==> config.mk <==
export PLATFORM = sky130hd
export DESIGN_NAME = cgt_isqrt
export DESIGN_NICKNAME = d
export VERILOG_FILES = /design/src/cgt_pkg.sv /design/src/cgt_isqrt.sv
export SDC_FILE = /design/constraint.sdc
export NUM_CORES = 1
export LEC_CHECK = 0
export BUFFER_PORTS_ARGS = -buffer_cell sky130_fd_sc_hd__buf_2
export CAP_MARGIN = 15
export CORE_UTILIZATION = 30
export DETAILED_ROUTE_END_ITERATION = 7
export GPL_TIMING_DRIVEN = 1
export HOLD_SLACK_MARGIN = 0.03
export MAX_ROUTING_LAYER = met4
export PLACE_DENSITY = 0.49
export REMOVE_ABC_BUFFERS = 1
export SKIP_LAST_GASP = 1
export SYNTH_ARGS = -nofsm -noshare
export SYNTH_HDL_FRONTEND = slang
export SYNTH_SLANG_ARGS = --single-unit
==> constraint.sdc <==
create_clock -name clk -period 26 [get_ports clk]
set_clock_uncertainty 0.15 [all_clocks]
set_input_delay 2.6 -clock clk [delete_from_list [all_inputs] [get_ports clk]]
set_output_delay 2.6 -clock clk [all_outputs]
set_load 0.005 [all_outputs]
==> src/cgt_pkg.sv <==
package cgt_pkg;

  localparam int CORDIC_STEPS_DEF = 24;

  typedef logic signed [35:0] ang_t;
  typedef logic signed [32:0] mop_t;
  typedef logic signed [65:0] prod_t;

  typedef enum logic [1:0] {
    REG_HDG  = 2'd0,
    REG_SPD  = 2'd1,
    REG_DIST = 2'd2,
    REG_TMO  = 2'd3
  } reg_idx_t;

  typedef struct packed {
    logic [14:0] hdg_thr;
    logic [15:0] spd_thr;
    logic [23:0] dist_thr;
    logic [15:0] tmo_thr;
  } cfg_t;

  typedef struct packed {
    logic start;
    logic vec;
    ang_t x;
    ang_t y;
    ang_t z;
  } cordic_req_t;

  typedef struct packed {
    logic done;
    ang_t x;
    ang_t y;
    ang_t z;
  } cordic_rsp_t;

  typedef struct packed {
    logic        start;
    logic [60:0] v;
  } sq_req_t;

  typedef struct packed {
    logic        done;
    logic [30:0] r;
  } sq_rsp_t;

  localparam logic [14:0] HDG_THR_RST  = 15'd400;
  localparam logic [15:0] SPD_THR_RST  = 16'd500;
  localparam logic [23:0] DIST_THR_RST = 24'd400;
  localparam logic [15:0] TMO_THR_RST  = 16'd900;

  localparam ang_t PI_Q30       = 36'sd3373259426;
  localparam ang_t HALF_PI_Q30  = 36'sd1686629713;
  localparam ang_t TWO_PI_Q30   = 36'sd6746518852;
  localparam ang_t GAIN_INV_Q30 = 36'sd652032874;

  localparam logic [63:0] UNIT_TO_RAD = 64'd33537127121;
  localparam int          URAD_SH     = 18;
  localparam logic [17:0] URAD_LO     = UNIT_TO_RAD[17:0];
  localparam logic [16:0] URAD_HI     = UNIT_TO_RAD[34:18];
  localparam mop_t        TWO_R_CM    = 33'sd1274200000;
  localparam logic [63:0] RND_Q30     = 64'd536870912;

  localparam int DEG_DIV     = 1000000;
  localparam int MIN_PER_DEG = 600000;
  // degrees = (raw * DEG_RECIP) >> DEG_SH, exact for any 28-bit raw value
  localparam mop_t        DEG_RECIP = 33'sd281474977;
  localparam int          DEG_SH    = 48;
  localparam logic [27:0] DEG_NET   = 28'(DEG_DIV - MIN_PER_DEG);

  localparam logic [60:0] SQ_ONE = 61'h1000_0000_0000_0000;

  localparam logic [15:0] HDG_MOD  = 16'd36000;
  localparam logic [15:0] HDG_HALF = 16'd18000;
  localparam int SPD_NUM = 463;
  localparam int SPD_DEN = 90;
  localparam int MS_US   = 1000;

  function automatic ang_t atan_q30(input logic [5:0] idx);
    ang_t res;
    if (idx < 6'd11) begin
      unique case (idx)
        6'd0:    res = 36'sd843314856;
        6'd1:    res = 36'sd497837829;
        6'd2:    res = 36'sd263043836;
        6'd3:    res = 36'sd133525158;
        6'd4:    res = 36'sd67021686;
        6'd5:    res = 36'sd33543515;
        6'd6:    res = 36'sd16775850;
        6'd7:    res = 36'sd8388437;
        6'd8:    res = 36'sd4194282;
        6'd9:    res = 36'sd2097149;
        default: res = 36'sd1048575;
      endcase
    end else if (idx <= 6'd30) begin
      res = (ang_t'(1) <<< (6'd30 - idx)) - ang_t'(1);
    end else begin
      res = '0;
    end
    return res;
  endfunction

endpackage

==> src/cgt_isqrt.sv <==
module cgt_isqrt (
  input  logic             clk,
  input  logic             rst_n,
  input  cgt_pkg::sq_req_t req,
  output cgt_pkg::sq_rsp_t rsp
);

  typedef enum logic [2:0] {
    QS_IDLE = 3'b001,
    QS_RUN  = 3'b010,
    QS_DONE = 3'b100
  } qstate_t;

  qstate_t     state_r;
  logic [60:0] v_r;
  logic [61:0] r_r;
  logic [60:0] bit_r;
  logic [61:0] trial;

  assign trial    = r_r + 62'(bit_r);
  assign rsp.done = (state_r == QS_DONE);
  assign rsp.r    = r_r[30:0];

  always_ff @(posedge clk) begin
    if (!rst_n) begin
      state_r <= QS_IDLE;
    end else begin
      unique case (state_r)
        QS_IDLE: if (req.start) state_r <= QS_RUN;
        QS_RUN:  if (bit_r[0]) state_r <= QS_DONE;
        QS_DONE: state_r <= QS_IDLE;
        default: state_r <= QS_IDLE;
      endcase
    end
  end

  always_ff @(posedge clk) begin
    unique case (state_r)
      QS_IDLE: begin
        v_r   <= req.v;
        r_r   <= '0;
        bit_r <= cgt_pkg::SQ_ONE;
      end
      QS_RUN: begin
        if ({1'b0, v_r} >= trial) begin
          v_r <= v_r - trial[60:0];
          r_r <= (r_r >> 1) + 62'(bit_r);
        end else begin
          r_r <= r_r >> 1;
        end
        bit_r <= bit_r >> 2;
      end
      default: begin
      end
    endcase
  end

endmodule

# Word level (Yosys, flattened, before mapping)
# Cells that the tools add are included.
# op_classes
addsub,3
order_cmp,1
n_eq_ne,6
mux,8
reduce_logical,3
# op_table
op,count
61-bit one-hot mux with 2 select lines,2
62-bit one-hot mux with 2 select lines,1
61-bit by 61-bit adder with 62-bit output,1
62-bit by 61-bit adder with 62-bit output,1
61-bit by 62-bit >= comparator with 1-bit output,1
62-bit two-way mux,1
61-bit two-way mux,1
61-bit subtractor,1
3-bit two-way mux,2
2-bit != test (second input constant),3
3-bit one-hot mux with 2 select lines,1
2-bit AND reduction,2
3-bit by 1-bit equality test with 1-bit output (second input constant),1
3-bit by 2-bit equality test with 1-bit output (second input constant),1
3-bit equality test (second input constant),1
2-bit nonzero test,1
# word_totals
ff_bits,187
output_inout_bits,32

# Logic depth before layout (Yosys ltp)
# Gate-level depths: netlist of run 1.
# depth
word_depth,4
depth_mapped,25
mapped_depth_nobuf,22

# Worst setup path before layout of run 1
# OpenSTA, ideal clock, no wires.
# synth_timing
path_type,reg2reg
start,register r_r[30]
end,"register v_r[0], enable pin"
arrival_ns,7.605
required_ns,25.370
slack_ns,17.765
path_stages_with_launch,23
n_path_buf,1
synth_period_minus_slack_ns,8.235
cell_sequence,edfxtp_1 ha_1 and4_1 nand2_1 or4_1 o21a_1 o41ai_2 a311oi_1 nand3b_1 a21boi_1 xnor2_1 ha_1 and2_1 nand3_1 or4_1 nor4_1 a31oi_1 o21ai_0 a21oi_1 a21oi_2 buf_2 a21oi_1 nor2_1
# synth_between
elab_chain_len,4
# synth_rtl
element,line_no,rtl
from (decl),cgt_isqrt.sv:16,logic [61:0] r_r;
from (signal assigned),cgt_isqrt.sv:47,r_r <= (r_r >> 1) + 62'(bit_r);
from (signal assigned),cgt_isqrt.sv:49,r_r <= r_r >> 1;
62-bit by 61-bit adder with 62-bit output,cgt_isqrt.sv:20,assign trial = r_r + 62'(bit_r);
61-bit by 62-bit >= comparator with 1-bit output,cgt_isqrt.sv:45,"if ({1'b0, v_r} >= trial) begin"
2-bit != test (no line),-,
2-bit AND reduction (no line),-,
to (signal assigned),cgt_isqrt.sv:40,v_r <= req.v;
to (signal assigned),cgt_isqrt.sv:46,v_r <= v_r - trial[60:0];
to (decl),cgt_isqrt.sv:15,logic [60:0] v_r;
# Every way passes these cells.
# A chain may end at the register's enable or synchronous reset.

# Worst setup path in the final report of run 1
# layout_timing
start,register r_r[2]
end,register r_r[23] (data pin)
# layout_between
elab_chain_len,4
# layout_rtl
element,line_no,rtl
62-bit by 61-bit adder with 62-bit output,cgt_isqrt.sv:20,
61-bit by 62-bit >= comparator with 1-bit output,cgt_isqrt.sv:45,
62-bit two-way mux *,cgt_isqrt.sv:45,
62-bit one-hot mux with 2 select lines *,cgt_isqrt.sv:38,unique case (state_r)
# Mark *: on every way between the ends. The rest lies on a longest branch, timed or not.

==> qor.yml, run 1 <==
min_period_over_period: 0.290
ir_drop_mv: 0.0350
drt_wl_total_um: 45500
grt_usage: 0.190
fp.coreArea_um2: 48000
ant_nets: 0
clock-sinks: 157
ys_warn_count: 0
post_cts_buffers: 0
die_height_um: 223
slowest_stage: "a311oi_1"
crit_family: "compound AO/OA/AOI/OAI gates"
total_power_w: 0.00108
drive_gt1_frac: 0.108
drc: 0
worst_slew_pin_slew_ns: 0.959
status: "finished clean"
wl_met1_um: 23000
met3_wirelength_um: 1720
clockBufferDepth: 2
drv_cap: 0
p_leak_nw: 6.03
finalSetupViolCount: 0
slew_violations: 0
top_layer: "met4"
fmax_ghz: 0.132
root_buffer: "clkbuf_16"
synth-async-reset-ratio: 0
path_common_cell: "a21oi_1"
synth_seq_cells: 157
cts_tree: "built"
syn_area_per_cell_um2: 8.61
synth_top_area_frac: 0.314
layout.nets: 1911
ctsHoldBuffers: 0
relSlewSlack: 0.356
endpoint_kind: "register"
dr_total_vias: 13000
syn_to_final_growth_pct: 9.14
io_pins: 96
syn_area_um2: 14700
insertion_delay_ns: 0.48
antenna_found_initial: 0
synth_most_common_cell: "nand2_1"
place_congestion: 0.877
path_clk_slew_ns: 0.07
cp.buffers_inverters: 2
htreeDepth: 4
start_util: 0.306
max_stage_delay_ns: 0.72
setup_tns_ns: 0
grt_pass1_wl_um: 72000
diodes: 0
synthFlopType: "edfxtp_1"
hold_path_class: "reg -> reg"
final-hold-violation-count: 0
wl_per_cell_um: 19.4
cp.required_ns: 26.08
path_class: "reg -> reg"
synthDistinctLibCells: 87
power.density_nw_per_um2: 67.5
drtPass1Iterations: 5
setup.worst_path.start_class: "register"
yosysSeqAreaShare: 0.319
arrival_ns: 7.63
portBuffers: 95
rows: 80
path_max_fanout: 77
vias_per_cell: 5.54
cts_buffers: 17
cp_cell_sequence: "ha_1 > and3_1 > nor4_1 > o31ai_1 > buf_4 > a21oi_1 > o21a_1 > o41ai_2 > a311oi_1 > nand3b_1 > a21boi_1 > xnor2_1 > ha_1 > and2_1 > nand3_1 > or4_1 > nor4_1 > a31oi_1 > o21ai_0 > a21oi_1 > a21oi_4 > buf_4 > a21oi_1 > a31o_1"
place_hpwl_um: 34000
synth_area_leaders: "edfxtp_1 (31%), ha_1 (11%), nand2_1 (5.0%)"
cts_resized: 0
dieArea_um2: 49900
synth_edf_count: 154
grt_pass1_vias: 12400
grt_overflow: 0
synth_common_cells: "nand2_1 (197), edfxtp_1 (154), o21ai_0 (132)"
synth_area_leader_cell: "edfxtp_1"
drt_iter0_markers: 1000
netlist_instances: 1708
fillers: 5078
fin_crit_ns: 7.55
wl_met2_um: 20200
die_w_um: 223
rsz0062_at_grt: "false"
grt_max_degree: 110
## cells by family after synthesis
group,after synthesis,synth area share
AO/OA/AOI/OAI,555,0.243
XOR/XNOR,144,0.0863
adder cells (fa/ha/maj),126,0.108
buffers and inverters,144,0.0500
flip-flops,157,0.319
multiplexers,9,0.00621
AND/OR/NAND/NOR,573,0.188
## per-stage QoR
step	setup slack, ns	std cells	area [um2]	utilization	hold slack [ns]
finish	18.45	2349	16100	0.334	0.449
CTS	18.49	2349	16100	0.334	0.450
global route	17.86	2349	16100	0.334	0.464
global placement	18.81	2317	15500	0.322	0.436
detailed placement	18.52	2317	15500	0.322	0.438
floorplan	16.33	1597	14100	-	0.346
## path summary, 6_finish.rpt
kind,from,endpoint,slack (ns),cells past startpoint
worst min-delay path,bit_r[22],bit_r[20],0.45,1
worst max register to register,r_r[2],r_r[23],18.45,24
worst min register to register,bit_r[22],bit_r[20],0.45,1
worst max-delay path,r_r[2],r_r[23],18.45,24
## registers in the layout, indices dropped and copies added (netlist names)
signal,flops
r_r,62
v_r,61
bit_r,31
state_r,3
## routing by layer
layer  up-vias  track usage
met5         -            -
met4         0       0.0415
met3        36       0.0265
met2       274        0.285
met1      6286        0.270
li1       6407            -
## layout by cell type (no fill, tap or decap), types with 8 or more instances in the layout
master and instances:
o21ai_1 20, o31ai_1 16, nor3_1 25, a21oi_1 124
clkbuf_16 17, inv_1 32, nand2b_1 14, and2_1 42
mux2i_1 8, and3_1 17, a211oi_1 30, nor2_1 123
buf_2 95, nor2b_1 14, edfxtp_1 154, o21ai_0 132
ha_1 125, xnor2_1 69, nand4_1 45, a31o_2 17
or3_1 18, a31oi_1 58, buf_4 10, xor2_1 74
nor4_1 9, nand3_1 35, o211ai_1 9, nand2_1 197
o21bai_1 18, a21o_1 34, o21a_1 13, a31o_1 9
## area by class of cell
cell class / instances / area, um2 / area share
inverters: 33 / 129 / 0.00803
flip-flops and latches: 157 / 4680 / 0.292
repair buffers: 105 / 551 / 0.0343
clock inverters: 14 / 171 / 0.0107
multi-input cells: 1407 / 9320 / 0.580
clock buffers: 18 / 429 / 0.0267
well taps: 615 / 769 / 0.0479
## power by group
| group | internal, W | switching (W) | total, W |
|---|---|---|---|
| Sequential | 0.000313 | 0.0000351 | 0.000348 |
| Combinational | 0.000173 | 0.000290 | 0.000464 |
| Clock | 0.000151 | 0.000121 | 0.000272 |
| Total | 0.000637 | 0.000447 | 0.00108 |
Note: power is estimated with default switching activity, not from simulation.
==> run 2, diff against run 1 <==
--- a/config.mk
+++ b/config.mk
@@ -12,7 +12,7 @@
 export GPL_TIMING_DRIVEN = 1
 export HOLD_SLACK_MARGIN = 0.03
 export MAX_ROUTING_LAYER = met4
-export PLACE_DENSITY = 0.49
+export PLACE_DENSITY = 0.51
 export REMOVE_ABC_BUFFERS = 1
 export SKIP_LAST_GASP = 1
 export SYNTH_ARGS = -nofsm -noshare
==> constraint.sdc (replaced) <==
create_clock -name clk -period 6.6 [get_ports clk]
set_clock_uncertainty 0.15 [all_clocks]
set_input_delay 0.66 -clock clk [delete_from_list [all_inputs] [get_ports clk]]
set_output_delay 0.66 -clock clk [all_outputs]
set_load 0.005 [all_outputs]
==> qor.yml, run 2 (same netlist as run 1, synthesis figures left out) <==
netSwitchingPower_w: 0.00178  # +300%
arrival_ns: 6.28  # -1.35 ns
fmax_ghz: 0.159  # +20%
hold_path_class: "in -> reg"
endpoint_kind: "register"
use_met2: 0.281  # -0.00432
min_from: "req[7]"
ctsHoldBuffers: 0  # unchanged
path_max_fanout: 25  # -68%
slew_violations: 0  # unchanged
min_delay_path_depth: 3  # +2
grt_overflow: 0  # unchanged
mostFrequentLayoutCells: "nand2_1 (197), edfxtp_1 (154), o21ai_0 (132)"
cp.buffers_inverters: 1  # -1
regArea_um2: 4680  # unchanged
min_to: "v_r[7]"
placed_cell_area_um2: 15900  # +2.7%
grt_pass1_vias: 12700  # +1.7%
clkPwrFrac: 0.241  # -0.010
final-hold-violation-count: 0  # unchanged
p_leak_nw: 6.35  # +5.3%
largest_register_ffs: 62  # unchanged
worstReg2RegStart: "bit_r[30]"
crit_family: "simple AND/OR/NAND/NOR gates"
rows: 80  # unchanged
final_common_cell: "nand2_1"
insertion_delay_ns: 0.46  # -0.02 ns
cts_buffers: 17  # unchanged
grt_max_degree: 85  # -23%
grt_pass1_wl_um: 71700  # -0.33%
power.density_nw_per_um2: 264  # +290%
final_area_um2: 16500  # +3.0%
clock-sinks: 157  # unchanged
min_period_over_period: 0.951  # +0.660
path_class: "reg -> reg"
grt.busiest_layer: "met2"
drc: 0  # unchanged
setup.worst_path.start_class: "register"
die_height_um: 223  # unchanged
fillers: 5034  # -0.87%
grt_usage: 0.189  # -0.00119
start_util: 0.306  # unchanged
p_seq_frac: 0.307  # -0.014
place_hpwl_um: 35100  # +3.0%
cp_cell_sequence: "ha_1 > and4_1 > nand2_1 > or4_1 > o21a_1 > o41ai_4 > a311oi_2 > nand3b_1 > a21boi_1 > xnor2_1 > ha_1 > and2_1 > nand3_1 > or4_1 > nor4_1 > a31oi_1 > o21ai_0 > a21oi_1 > a21oi_4 > a21oi_1 > nor2_4 > buf_12"
layout.nets: 1963  # +2.7%
largestRegisters: "r_r (62), v_r (61), bit_r (31)"
dieArea_um2: 49900  # unchanged
grtUsageMet1: 0.267  # -0.00353
drt_iter0_markers: 1084  # +8.4%
status: "finished clean"
ir_drop_mv: 0.197  # +460%
hold-worst-slack_ns: 0.321  # -0.129 ns
wl_per_cell_um: 19.2  # -0.79%
power_switching_share: 0.408  # -0.00432
intPower_w: 0.00259  # +310%
cp.required_ns: 6.61  # -19.47 ns
grtUsageMet3: 0.0312  # +0.00474
ant_nets: 0  # unchanged
die_w_um: 223  # unchanged
drv_cap: 0  # unchanged
diodes: 0  # unchanged
rsz0062_at_grt: "false"
slowest_stage: "or4_1"
max_stage_delay_ns: 0.59  # -0.13 ns
vias_per_cell: 5.55  # +0.23%
r2r_setup_slack_ns: 0.32  # -18.13 ns
worst_slew_pin_slew_ns: 0.830  # -0.129 ns
dr_total_vias: 13300  # +2.5%
finalSetupViolCount: 0  # unchanged
portBuffers: 95  # unchanged
reg2reg_to: "v_r[24]"
drive_gt1_frac: 0.135  # +0.0277
fp.coreArea_um2: 48000  # unchanged
multi_input_area_um2: 9350  # +0.34%
root_buffer: "clkbuf_16"
clockBufferDepth: 2  # unchanged
fin_crit_ns: 6.28  # -1.27 ns
largest-register: "r_r"
drtPass1Iterations: 5  # unchanged
syn_to_final_growth_pct: 12.5
htreeDepth: 4  # unchanged
io_pins: 96  # unchanged
cts_tree: "built"
reg2reg_depth: 22  # -8.3%
drt_wl_total_um: 46100  # +1.4%
p_comb_frac: 0.452  # +0.024
antenna_found_initial: 0  # unchanged
path_clk_slew_ns: 0.07  # about the same
relSlewSlack: 0.439  # +0.0837
place_congestion: 0.922  # +5.1%
==> run 2: worst max path at each step <==
stage               slack (ns)  startpoint       to  depth (start not counted)
floorplan                -3.07     r_r[30]   v_r[0]                         21
global placement          0.30   bit_r[32]  r_r[27]                         23
detailed placement         0.1    bit_r[2]  v_r[34]                         24
CTS                       0.06    bit_r[2]  r_r[28]                         24
global route              0.01    bit_r[2]  v_r[35]                         24
finish                    0.32   bit_r[30]  v_r[24]                         22
==> run 2: power groups by stage <==
stage	clock (W)	sequential, W	combinational, W
finish	0.00106	0.00134	0.00197
global route	0.00112	0.00136	0.00217
CTS	0.00108	0.00134	0.00193
detailed placement	0	0.00136	0.00192
global placement	0	0.00136	0.00191
floorplan	0	0.00135	0.00133
==> run 2: worst min-delay path, stage by stage <==
cell and delay (ns):
buf_2 0.07, nand2_1 0.03, o21ai_0 0.05
==> run 2: what timing repair did <==
item                                    in CTS  in global routing
setup buffers                                0                  2
endpoints found under the setup margin       0                123
resized for setup                            0                  6
==> run 2: cell type report <==
class,count,area share
inverter,33,0.00779
multi-input combinational,1407,0.565
tap,615,0.0465
clock buffer,18,0.0259
clock inverter,14,0.0103
sequential,157,0.283
timing repair buffer,157,0.0610
==> run 2: per-stage QoR <==
step                setup TNS [ns]  total power, W  cells   util  worst slack, ns
floorplan                  -201.54         0.00269   1597      -            -3.07
global placement                 0         0.00327   2366  0.330            0.302
detailed placement               0         0.00328   2366  0.330           0.0965
CTS                              0         0.00436   2398  0.343           0.0601
global route                     0         0.00465   2401  0.344          0.00988
finish                           0         0.00437   2401  0.344            0.325
==> run 2: per-layer routing <==
layer	part of all wire	vias up
met1	0.50	6419
met2	0.43	353
met4	0.015	0
met3	0.054	38
met5	0	-
li1	-	6512
