[config.mk]
export PLATFORM = sky130hd
export DESIGN_NAME = cgt_cordic
export DESIGN_NICKNAME = d
export VERILOG_FILES = /design/src/cgt_pkg.sv /design/src/cgt_cordic.sv
export SDC_FILE = /design/constraint.sdc
export NUM_CORES = 1
export LEC_CHECK = 0
export BUFFER_PORTS_ARGS = -buffer_cell sky130_fd_sc_hd__buf_2
export CAP_MARGIN = 0
export CORE_MARGIN = 3
export CORE_UTILIZATION = 30
export DETAILED_ROUTE_END_ITERATION = 10
export PLACE_DENSITY = 0.49
export SLEW_MARGIN = 5
export SYNTH_ARGS = -nofsm -noshare
export SYNTH_HDL_FRONTEND = slang
export SYNTH_SLANG_ARGS = --single-unit
[constraint.sdc]
create_clock -name clk -period 9 [get_ports clk]
set_input_delay 1.35 -clock clk [delete_from_list [all_inputs] [get_ports clk]]
set_output_delay 1.35 -clock clk [all_outputs]
set_load 0.01 [all_outputs]
[src/cgt_pkg.sv]
package cgt_pkg;

  localparam int CORDIC_STEPS_DEF = 24;

  typedef logic signed [35:0] ang_t;
  typedef logic signed [32:0] mop_t;
  typedef logic signed [65:0] prod_t;

  typedef enum logic [1:0] {
    REG_HDG  = 2'd0,
    REG_SPD  = 2'd1,
    REG_DIST = 2'd2,
    REG_TMO  = 2'd3
  } reg_idx_t;

  typedef struct packed {
    logic [14:0] hdg_thr;
    logic [15:0] spd_thr;
    logic [23:0] dist_thr;
    logic [15:0] tmo_thr;
  } cfg_t;

  typedef struct packed {
    logic start;
    logic vec;
    ang_t x;
    ang_t y;
    ang_t z;
  } cordic_req_t;

  typedef struct packed {
    logic done;
    ang_t x;
    ang_t y;
    ang_t z;
  } cordic_rsp_t;

  typedef struct packed {
    logic        start;
    logic [60:0] v;
  } sq_req_t;

  typedef struct packed {
    logic        done;
    logic [30:0] r;
  } sq_rsp_t;

  localparam logic [14:0] HDG_THR_RST  = 15'd400;
  localparam logic [15:0] SPD_THR_RST  = 16'd500;
  localparam logic [23:0] DIST_THR_RST = 24'd400;
  localparam logic [15:0] TMO_THR_RST  = 16'd900;

  localparam ang_t PI_Q30       = 36'sd3373259426;
  localparam ang_t HALF_PI_Q30  = 36'sd1686629713;
  localparam ang_t TWO_PI_Q30   = 36'sd6746518852;
  localparam ang_t GAIN_INV_Q30 = 36'sd652032874;

  localparam logic [63:0] UNIT_TO_RAD = 64'd33537127121;
  localparam int          URAD_SH     = 18;
  localparam logic [17:0] URAD_LO     = UNIT_TO_RAD[17:0];
  localparam logic [16:0] URAD_HI     = UNIT_TO_RAD[34:18];
  localparam mop_t        TWO_R_CM    = 33'sd1274200000;
  localparam logic [63:0] RND_Q30     = 64'd536870912;

  localparam int DEG_DIV     = 1000000;
  localparam int MIN_PER_DEG = 600000;
  // degrees = (raw * DEG_RECIP) >> DEG_SH, exact for any 28-bit raw value
  localparam mop_t        DEG_RECIP = 33'sd281474977;
  localparam int          DEG_SH    = 48;
  localparam logic [27:0] DEG_NET   = 28'(DEG_DIV - MIN_PER_DEG);

  localparam logic [60:0] SQ_ONE = 61'h1000_0000_0000_0000;

  localparam logic [15:0] HDG_MOD  = 16'd36000;
  localparam logic [15:0] HDG_HALF = 16'd18000;
  localparam int SPD_NUM = 463;
  localparam int SPD_DEN = 90;
  localparam int MS_US   = 1000;

  function automatic ang_t atan_q30(input logic [5:0] idx);
    ang_t res;
    if (idx < 6'd11) begin
      unique case (idx)
        6'd0:    res = 36'sd843314856;
        6'd1:    res = 36'sd497837829;
        6'd2:    res = 36'sd263043836;
        6'd3:    res = 36'sd133525158;
        6'd4:    res = 36'sd67021686;
        6'd5:    res = 36'sd33543515;
        6'd6:    res = 36'sd16775850;
        6'd7:    res = 36'sd8388437;
        6'd8:    res = 36'sd4194282;
        6'd9:    res = 36'sd2097149;
        default: res = 36'sd1048575;
      endcase
    end else if (idx <= 6'd30) begin
      res = (ang_t'(1) <<< (6'd30 - idx)) - ang_t'(1);
    end else begin
      res = '0;
    end
    return res;
  endfunction

endpackage

[src/cgt_cordic.sv]
module cgt_cordic #(
  parameter int STEPS = cgt_pkg::CORDIC_STEPS_DEF
) (
  input  logic                 clk,
  input  logic                 rst_n,
  input  cgt_pkg::cordic_req_t req,
  output cgt_pkg::cordic_rsp_t rsp
);

  localparam int IW = $clog2(STEPS);

  typedef enum logic [4:0] {
    CS_IDLE = 5'b00001,
    CS_WRAP = 5'b00010,
    CS_FLIP = 5'b00100,
    CS_ITER = 5'b01000,
    CS_DONE = 5'b10000
  } cstate_t;

  cstate_t         state_r;
  cgt_pkg::ang_t   x_r, y_r, z_r;
  logic            vec_r, flip_r;
  logic [IW-1:0]   i_r;

  cgt_pkg::ang_t   dx, dy, at;
  logic            ccw;

  assign dx  = y_r >>> i_r;
  assign dy  = x_r >>> i_r;
  assign at  = cgt_pkg::atan_q30(6'(i_r));
  assign ccw = vec_r ? !(y_r > 0) : (z_r >= 0);

  assign rsp.done = (state_r == CS_DONE);
  assign rsp.x    = flip_r ? -x_r : x_r;
  assign rsp.y    = flip_r ? -y_r : y_r;
  assign rsp.z    = z_r;

  always_ff @(posedge clk) begin
    if (!rst_n) begin
      state_r <= CS_IDLE;
    end else begin
      unique case (state_r)
        CS_IDLE: begin
          if (req.start) begin
            state_r <= req.vec ? CS_ITER : CS_WRAP;
          end
        end
        CS_WRAP: state_r <= CS_FLIP;
        CS_FLIP: state_r <= CS_ITER;
        CS_ITER: begin
          if (i_r == IW'(STEPS - 1)) begin
            state_r <= CS_DONE;
          end
        end
        CS_DONE: state_r <= CS_IDLE;
        default: state_r <= CS_IDLE;
      endcase
    end
  end

  always_ff @(posedge clk) begin
    unique case (state_r)
      CS_IDLE: begin
        x_r    <= req.x;
        y_r    <= req.y;
        z_r    <= req.z;
        vec_r  <= req.vec;
        flip_r <= 1'b0;
        i_r    <= '0;
      end
      CS_WRAP: begin
        if (z_r > cgt_pkg::PI_Q30) begin
          z_r <= z_r - cgt_pkg::TWO_PI_Q30;
        end else if (z_r < -cgt_pkg::PI_Q30) begin
          z_r <= z_r + cgt_pkg::TWO_PI_Q30;
        end
      end
      CS_FLIP: begin
        if (z_r > cgt_pkg::HALF_PI_Q30) begin
          z_r    <= z_r - cgt_pkg::PI_Q30;
          flip_r <= 1'b1;
        end else if (z_r < -cgt_pkg::HALF_PI_Q30) begin
          z_r    <= z_r + cgt_pkg::PI_Q30;
          flip_r <= 1'b1;
        end
      end
      CS_ITER: begin
        if (ccw) begin
          x_r <= x_r - dx;
          y_r <= y_r + dy;
          z_r <= z_r - at;
        end else begin
          x_r <= x_r + dx;
          y_r <= y_r - dy;
          z_r <= z_r + at;
        end
        i_r <= i_r + 1'b1;
      end
      default: begin
      end
    endcase
  end

endmodule

* Word-level counts from Yosys, hierarchy flattened *
Memory sizes are Yosys's and may differ from the RTL's. A register that Yosys moved wholly into a read port is not among the register bits.
Index checks and enable logic that the tools add are counted.
W data, S select, Z words.

cells by class
  shifts and indexed selects = 3
  add/sub/neg operators = 15
  reduce and logical (&&, ||, !) cells = 7
  equality and inequality tests = 10
  muxes and demuxes = 25
  order comparisons = 8

operators by type and width
  cell                      number
  $mux W36                  12
  $pmux W36 S2              2
  $pmux W36 S4              1
  $add A36 B36 Y36          3
  $sub A36 B36 Y36          3
  $neg A36 Y36              2
  $sshr A36 B5 Y36          2
  $add A36 B33 Y36 const B  1
  $add A36 B34 Y36 const B  1
  $ge A36 B1 Y1 const B     1
  $gt A36 B1 Y1 const B     1
  $gt A36 B32 Y1 const B    1
  $gt A36 B33 Y1 const B    1
  $lt A36 B32 Y1 const B    1
  $lt A36 B33 Y1 const B    1
  $sshl A2 B6 Y36 const A   1
  $sub A36 B2 Y36 const B   1
  $sub A36 B33 Y36 const B  1
  $sub A36 B34 Y36 const B  1
  $pmux W5 S4               1
  $eq A5 B5 Y1 const B      2
  $mux W5                   2
  $pmux W5 S2               1
  $mux W4                   2
  17 further kinds          23

word-level totals
  memories kept = 1
  flip-flop bits (word level) = 120
  output and inout bits = 109
  ROM bits = 480
  bits of input ports = 112
  word-level logic and storage cells = 76

memory list
  memory            depth  bits a word  rd ports  clocked after Yosys merged registers in  wr ports  RTL line       text
  (name not given)  16     30           1         1                                        0         cgt_pkg.sv:83  unique case (idx)

* Longest topological paths before layout *
Gate-level depths: netlist (run 1).

  depth after elaboration = 8
  mapped depth = 32

* Least setup slack after synthesis (run 1) *
Ideal clock, no wire load.

  path type = flip-flop to flip-flop
  from = register i_r[0]
  to = register z_r[32] (data pin)
  required time = 8.729 ns
  path slack = 2.262 ns
  clock period less this slack = 6.738 ns
  data arrival time = 6.467 ns
  stages on the path, launching flop included = 27
  buffers on the path = 5
  cells stage by stage = edfxtp_1 -> buf_6 -> buf_6 -> buf_2 -> clkbuf_1 -> inv_1 -> ha_1 -> or4_1 -> clkbuf_1 -> o211ai_2 -> a2111oi_0 -> or4_1 -> or3_1 -> nor4_2 -> a21oi_1 -> xor2_1 -> ha_1 -> a21o_1 -> a21o_1 -> a221oi_1 -> o21ai_0 -> a21boi_0 -> o21ai_0 -> a41oi_1 -> xnor2_1 -> a222oi_1 -> o21ai_0

between the ends
  cells in the longest elaborated chain, start to end = 8
  elaborated cells on any way between the ends = 11
  those cells by class = add/sub: 4; order compare: 2; shift: 1; mux: 4

ends and longest elaborated chain
  element                                                      RTL line                            text
  from (decl)                                                  cgt_cordic.sv:23                    logic [IW-1:0] i_r;
  from (signal assigned)                                       cgt_cordic.sv:97                    i_r <= i_r + 1'b1;
  $sub A5 B5 Y6                                                cgt_pkg.sv:97                       res = (ang_t'(1) <<< (6'd30 - idx)) - ang_t'(1);
  $sshl A2 B6 Y36                                              cgt_pkg.sv:97
  $sub A36 B2 Y36                                              cgt_pkg.sv:97
  $mux W36                                                     cgt_pkg.sv:96                       end else if (idx <= 6'd30) begin
  $mux W36 (*)                                                 cgt_pkg.sv:82                       if (idx < 6'd11) begin
  $add A36 B36 Y36 / $sub A36 B36 Y36 (equally long branches)  cgt_cordic.sv:95, cgt_cordic.sv:91
  $mux W36 (*)                                                 cgt_cordic.sv:88                    if (ccw) begin
  $pmux W36 S4 (*)                                             cgt_cordic.sv:62                    unique case (state_r)
  to (signal assigned)                                         cgt_cordic.sv:66                    z_r <= req.z;
  to (signal assigned)                                         cgt_cordic.sv:91                    z_r <= z_r - at;
  to (signal assigned)                                         cgt_cordic.sv:95                    z_r <= z_r + at;
  to (decl)                                                    cgt_cordic.sv:21                    cgt_pkg::ang_t x_r, y_r, z_r;

Mark *: on every way between the ends. The rest lies on a longest branch, timed or not.
A chain may end at the register's enable or synchronous reset.

* Worst setup path in the final report (run 1) *
  from = register y_r[1]
  to = register x_r[34] (data pin)

between the ends
  cells in the longest elaborated chain, start to end = 5
  elaborated cells on any way between the ends = 8
  those cells by class = add/sub: 2; order compare: 1; shift: 1; mux: 3; reduce/logical: 1

ends and longest elaborated chain
  element                                                   RTL line          text
  from (decl)                                               cgt_cordic.sv:21
  from (signal assigned)                                    cgt_cordic.sv:65  y_r <= req.y;
  from (signal assigned)                                    cgt_cordic.sv:90  y_r <= y_r + dy;
  from (signal assigned)                                    cgt_cordic.sv:94  y_r <= y_r - dy;
  branches (longest 3 deep; another with $add A36 B36 Y36)  n/a
  $mux W36 (*)                                              cgt_cordic.sv:88
  $pmux W36 S2 (*)                                          cgt_cordic.sv:62
  to (signal assigned)                                      cgt_cordic.sv:64  x_r <= req.x;
  to (signal assigned)                                      cgt_cordic.sv:89  x_r <= x_r - dx;
  to (signal assigned)                                      cgt_cordic.sv:93  x_r <= x_r + dx;
  to (decl)                                                 cgt_cordic.sv:21

Every way passes the cells marked *.

==> qor.csv, run 1 <==
metric,value,unit
status,"finished, final reports clean",
Internal Dissipation,0.004757,W
"FF+latch count, synth",149,
total track usage,21.16,%
CP required,9200,ps
post-route setup slack,1261,ps
Max Slew Vio Count,0,
R2R setup slack,1260,ps
synthesized instance count,2939,
Slew HR,30.80,%
CORE AREA,77590,um^2
Area Overhead vs Synth,10.93,%
reg2reg end,x_r[34]$_DFFE_PN_,
Net Sw Frac,53.96,%
Detail Placement HPWL,69.35,mm
RSZ-0062 raised after global routing,false,
Routed Antenna Nets,0,
number of diodes,0,
TritonRoute pass-1 iters,8,
clk slew on worst S/H paths,70,ps
CTS tree,yes,
final std cells w/o fill,4092,
die area,81770,um^2
post-CTS setup buffer count,0,
Lkg Pwr,10.43,nW
kind of critical path,reg2reg,
maximum VDD drop,169.3,uV
setup_tns,0,ps
"commonest non-fill, non-tap cells in the layout","312 x nand2_1, 248 x o21ai_0, 247 x a21oi_1, 226 x nor2_1, 222 x xnor2_1",
final wirelength,88.48,mm
minimum clock period,7739,ps
Clock Skew,19.60,ps
crit end category,register,
Port Buffers,220,
placed cells,4060,
sw power,0.005576,W
Final #Nets,3315,
# rows,102,
Clk pwr share,7.1,%
maxcap violations,0,
total CTS buffers,17,
post-cts sizing count,0,
antenna violations before repair,0,
Worst setup startpoint,y_r[1]$_DFFE_PN_,
Post-synth EDFFs,115,
Final Wtd Congestion,0.9613,
Worst Hold Class,reg2reg,
Netlist Area Pre-Place,23510,um^2
die width,286.0,um
DP Worst Slack,1297,ps
Iter 0 DRT Violations,2281,
vias post-DR,23532,
PD cells,396.2,nW/um^2
fin util,33.61,%
Clock Sink Count,149,
num ports,221,
Synth Flop Type,edfxtp_1,
Seq pwr share,13.1,%
routed len/inst,21.62,um
yosys warns,0,
Max Root-Sink Buffers,2,
chip height,286.0,um
worst-margin pin slew,1038,ps
vias in the first global route,22066,
largest net degree at the start of global routing,74,
setup violators final,0,
CTS Hold Bufs,0,
sequential area share after synthesis,17.58,%
max frequency,0.1292,GHz
first-pass GRT wire length,136.6,mm
post-DR vias/cell,5.751,
max incr delay on CP,580,ps
Final Hold Vio Count,0,
Slowest cell on crit path,or4_1,
share of cells above drive strength 1,15.40,%
Yosys cell types,101,
syn_area_per_cell,8.000,um^2
"commonest non-fill, non-tap cell in the layout",nand2_1,
root buffer cell,clkbuf_16,
critical path endpoint,x_r[34]$_DFFE_PN_,
initial core utilization,30.30,%
crit path max fanout,23,
Final period util,85.99,%
power share of the combinational group,79.8,%
htree depth,4,
worst r2r src,y_r[1]$_DFFE_PN_,
asr flop ratio synth,0,%
clk_lat worst skew,490,ps
# DRC,0,
Hold Slack,595.0,ps
r2r worst-path depth,28,
post-synth net total,3215,
arrival time at the worst endpoint,7940,ps
Setup crit start kind,register,
GRT Residual Overflow,0,
## cell families (layout without fill, tap and decap cells)
logic type | Yosys count | count (layout) | share of synthesized area [%]
DFF | 149 | 149 | 17.58
buffers and inverters | 263 | 376 | 4.566
adders and majority gates | 164 | 164 | 8.855
xor gates and xnor gates | 328 | 328 | 12.22
and+or+nand+nor | 890 | 890 | 17.96
AOI/OAI and AO/OA | 973 | 973 | 26.68
muxes | 172 | 172 | 12.14
## how the worst min path moves through the flow
stage	from	to	slack (ps)	cells past startpoint
finish	state_r[4]$_SDFFE_PN0P_	state_r[4]$_SDFFE_PN0P_	600	1
global route	state_r[4]$_SDFFE_PN0P_	state_r[4]$_SDFFE_PN0P_	620	1
CTS	state_r[4]$_SDFFE_PN0P_	state_r[4]$_SDFFE_PN0P_	590	1
detailed placement	state_r[4]$_SDFFE_PN0P_	state_r[4]$_SDFFE_PN0P_	570	1
global placement	state_r[4]$_SDFFE_PN0P_	state_r[4]$_SDFFE_PN0P_	560	1
floorplan	state_r[4]$_SDFFE_PN0P_	state_r[4]$_SDFFE_PN0P_	530	1
## Yosys cell counts, types with 35 or more instances
cell / instances / share of area [%]
xnor2_1: 222 / 8.3
nand3_1: 55 / 1.2
mux2i_1: 50 / 2.1
a21o_1: 87 / 2.8
inv_1: 79 / 1.3
edfxtp_1: 115 / 15
clkbuf_1: 130 / 2.1
o21ai_0: 248 / 5.3
xor2_1: 106 / 3.9
nand2b_1: 37 / 0.98
ha_1: 160 / 8.5
a21oi_1: 248 / 5.3
nor3_1: 59 / 1.3
a31oi_1: 40 / 1.1
mux4_2: 86 / 8.2
nor2_1: 226 / 3.6
nand2_1: 312 / 5.0
o31ai_1: 35 / 1.1
## power groups by stage
stage	Clock, W	Sequential (W)	Combinational [W]
6_report	0.000730	0.00136	0.00825
5_1_grt	0.000770	0.00139	0.00910
4_1_cts	0.000752	0.00135	0.00820
3_5_place_dp	0	0.00136	0.00813
3_3_place_gp	0	0.00136	0.00820
2_1_floorplan	0	0.00115	0.00619
## stage by stage
stage	area, um^2	power [W]
2_1_floorplan	23510	0.007332
3_3_place_gp	25530	0.009563
3_5_place_dp	25530	0.009492
4_1_cts	26080	0.01029
5_1_grt	26080	0.01126
6_report	26080	0.01033
## metal layers
metal	track usage (%)	part of all wire (%)	vias to the layer above	routed length (um)
met4	5.629	2.3	0	2035
met1	31.50	48	11231	42700
met2	31.88	43	951	37830
met5	0	0	-	0
met3	2.789	6.7	100	5924
li1	-	-	11250	-
## critical path: cells and delay by family (launching register included)
kind	cells	cell delay [ps]
xor gates and xnor gates	2	310
adders and majority gates	2	490
AOI/OAI and AO/OA	9	1820
and+or+nand+nor	10	2820
buffers and inverters	4	950
muxes	1	540
DFF	1	500
## layout make-up
| cell class | instances | area [um^2] |
|---|---|---|
| repair buffers | 264 | 1456 |
| clock buffers | 21 | 483.0 |
| fillers | 8363 | 51510 |
| well taps | 1040 | 1301 |
| clock inverters | 11 | 68.82 |
| multi-input cells | 2527 | 18340 |
| inverters | 80 | 301.5 |
| flip-flops and latches | 149 | 4134 |
Power figures use the tool's default switching activity.
==> run 2: changes to the inputs <==
CORE_UTILIZATION = 50   (was 30)
PLACE_DENSITY = 0.72   (was 0.49)
clock period = 8.6 ns   (was 9 ns; I/O delays follow)
==> run 2 against run 1 <==
  * Total power grew 6.3%
  * First-iteration DRC count grew 18%
  * Worst hold slack gained 8.0 ps
  * Clock skew shrank 6.1 ps
  * Largest cell class unchanged
  * Combinational power grew 5.9%
  * Die area shrank 39%
  * Fmax shrank 0.62%
  * Sequential cell count is the same
  * Design area shrank 1.8%
==> qor.csv, run 2 (synthesis gave the netlist of run 1 again) <==
metric,value,unit,change
Slew HR,21.70,%,-9.1 points
Clock Skew,13.48,ps,-6.125 ps
arrival time at the worst endpoint,8010,ps,+70 ps
total track usage,33.39,%,+12 points
chip height,222.9,um,-22%
Final #Nets,3321,,+0.18%
final wirelength,86.18,mm,-2.6%
setup violators final,0,,unchanged
max incr delay on CP,630,ps,+50 ps
largest net degree at the start of global routing,92,,+24%
Iter 0 DRT Violations,2692,,+18%
post-cts sizing count,0,,unchanged
Slowest cell on crit path,or4_1,,
first-pass GRT wire length,132.5,mm,-3.0%
routed len/inst,23.55,um,+8.9%
RSZ-0062 raised after global routing,false,,
Final Hold Vio Count,0,,unchanged
root buffer cell,clkbuf_16,,
"commonest non-fill, non-tap cells in the layout","312 x nand2_1, 248 x o21ai_0, 247 x a21oi_1, 226 x nor2_1, 222 x xnor2_1",,
Clock Sink Count,149,,unchanged
clk slew on worst S/H paths,80,ps,about the same
vias in the first global route,22975,,+4.1%
minimum clock period,7787,ps,+48.05 ps
"commonest non-fill, non-tap cell in the layout",nand2_1,,
Area Overhead vs Synth,8.966,%,
CTS Hold Bufs,0,,unchanged
PD cells,428.6,nW/um^2,+8.2%
# rows,78,,-24%
share of cells above drive strength 1,15.70,%,+0.30 points
CTS tree,yes,,
CORE AREA,45870,um^2,-41%
TritonRoute pass-1 iters,6,,-2
status,"finished, final reports clean",,
max frequency,0.1284,GHz,-0.62%
initial core utilization,51.26,%,+21 points
# DRC,0,,unchanged
vias post-DR,24575,,+4.4%
GRT Residual Overflow,0,,unchanged
Max Root-Sink Buffers,2,,unchanged
Detail Placement HPWL,65.67,mm,-5.3%
Final Wtd Congestion,1.027,,+6.9%
total CTS buffers,17,,unchanged
clk_lat worst skew,520,ps,+30 ps
die width,222.9,um,-22%
Port Buffers,220,,unchanged
kind of critical path,reg2reg,,
crit path max fanout,16,,-30%
post-DR vias/cell,6.716,,+17%
Max Slew Vio Count,0,,unchanged
setup_tns,0,ps,unchanged
post-CTS setup buffer count,0,,unchanged
num ports,221,,unchanged
Lkg Pwr,10.47,nW,+0.35%
maximum VDD drop,199.2,uV,+18%
Setup crit start kind,register,,
Worst Hold Class,reg2reg,,
CP required,8830,ps,-370 ps
Hold Slack,603.0,ps,+8.014 ps
antenna violations before repair,1,,+1
maxcap violations,0,,unchanged
Routed Antenna Nets,0,,unchanged
htree depth,4,,unchanged
Final period util,90.54,%,+4.6 points
die area,49660,um^2,-39%
worst-margin pin slew,1175,ps,+136.5 ps
crit end category,register,,
==> run 2: worst max-delay path, delay by kind of cell (launching register included) <==
kind                     cells  cell delay (ps)
AND/OR/NAND/NOR             11             2780
AO/OA/AOI/OAI                9             2060
flip-flops                   1              610
XOR/XNOR                     3              660
adder cells (fa/ha/maj)      3             1390
==> run 2: final cells by class <==
cell class / count / area [um^2]
Tap cell: 600 / 750.7
Antenna cell: 1 / 2.502
Clock inverter: 15 / 175.2
Clock buffer: 17 / 425.4
Fill cell: 4301 / 20250
Timing Repair Buffer: 270 / 1489
Multi-Input combinational cell: 2527 / 18340
Sequential cell: 149 / 4134
Inverter: 80 / 301.5
==> run 2: layer usage <==
layer | GRT usage, % | wire length (um)
met2 | 51.56 | 38490
met1 | 47.14 | 36750
met4 | 10.54 | 2206
met3 | 6.566 | 8733
met5 | 0 | 0
==> run 2: through the flow <==
stage / total power [W] / worst slack (ps) / utilization (%) / area (um^2) / instances
5_1_grt: 0.01177 / 338.2 / 55.86 / 25620 / 3659
3_3_place_gp: 0.009743 / 1199 / 54.54 / 25020 / 3626
2_1_floorplan: 0.007673 / 1862 / - / 23510 / 2939
6_report: 0.01098 / 813.2 / 55.86 / 25620 / 3659
4_1_cts: 0.01078 / 968.9 / 55.85 / 25620 / 3658
3_5_place_dp: 0.009895 / 1006 / 54.54 / 25020 / 3626
==> run 2: path summary, 6_finish.rpt <==
check,from,end,slack (ps),cells after the start
worst max-delay path,i_r[0]$_DFFE_PN_,z_r[35]$_DFFE_PP_,810,26
worst min-delay path,state_r[4]$_SDFFE_PN0P_,state_r[4]$_SDFFE_PN0P_,600,1
worst max register to register,i_r[0]$_DFFE_PN_,z_r[35]$_DFFE_PP_,810,26
worst min register to register,state_r[4]$_SDFFE_PN0P_,state_r[4]$_SDFFE_PN0P_,600,1
==> run 2: power breakdown <==
part,total [W],switching [W],internal (W)
registers,0.00143,0.000427,0.00101
logic,0.00874,0.00516,0.00358
clock network,0.000803,0.000410,0.000393
total,0.0110,0.00600,0.00498
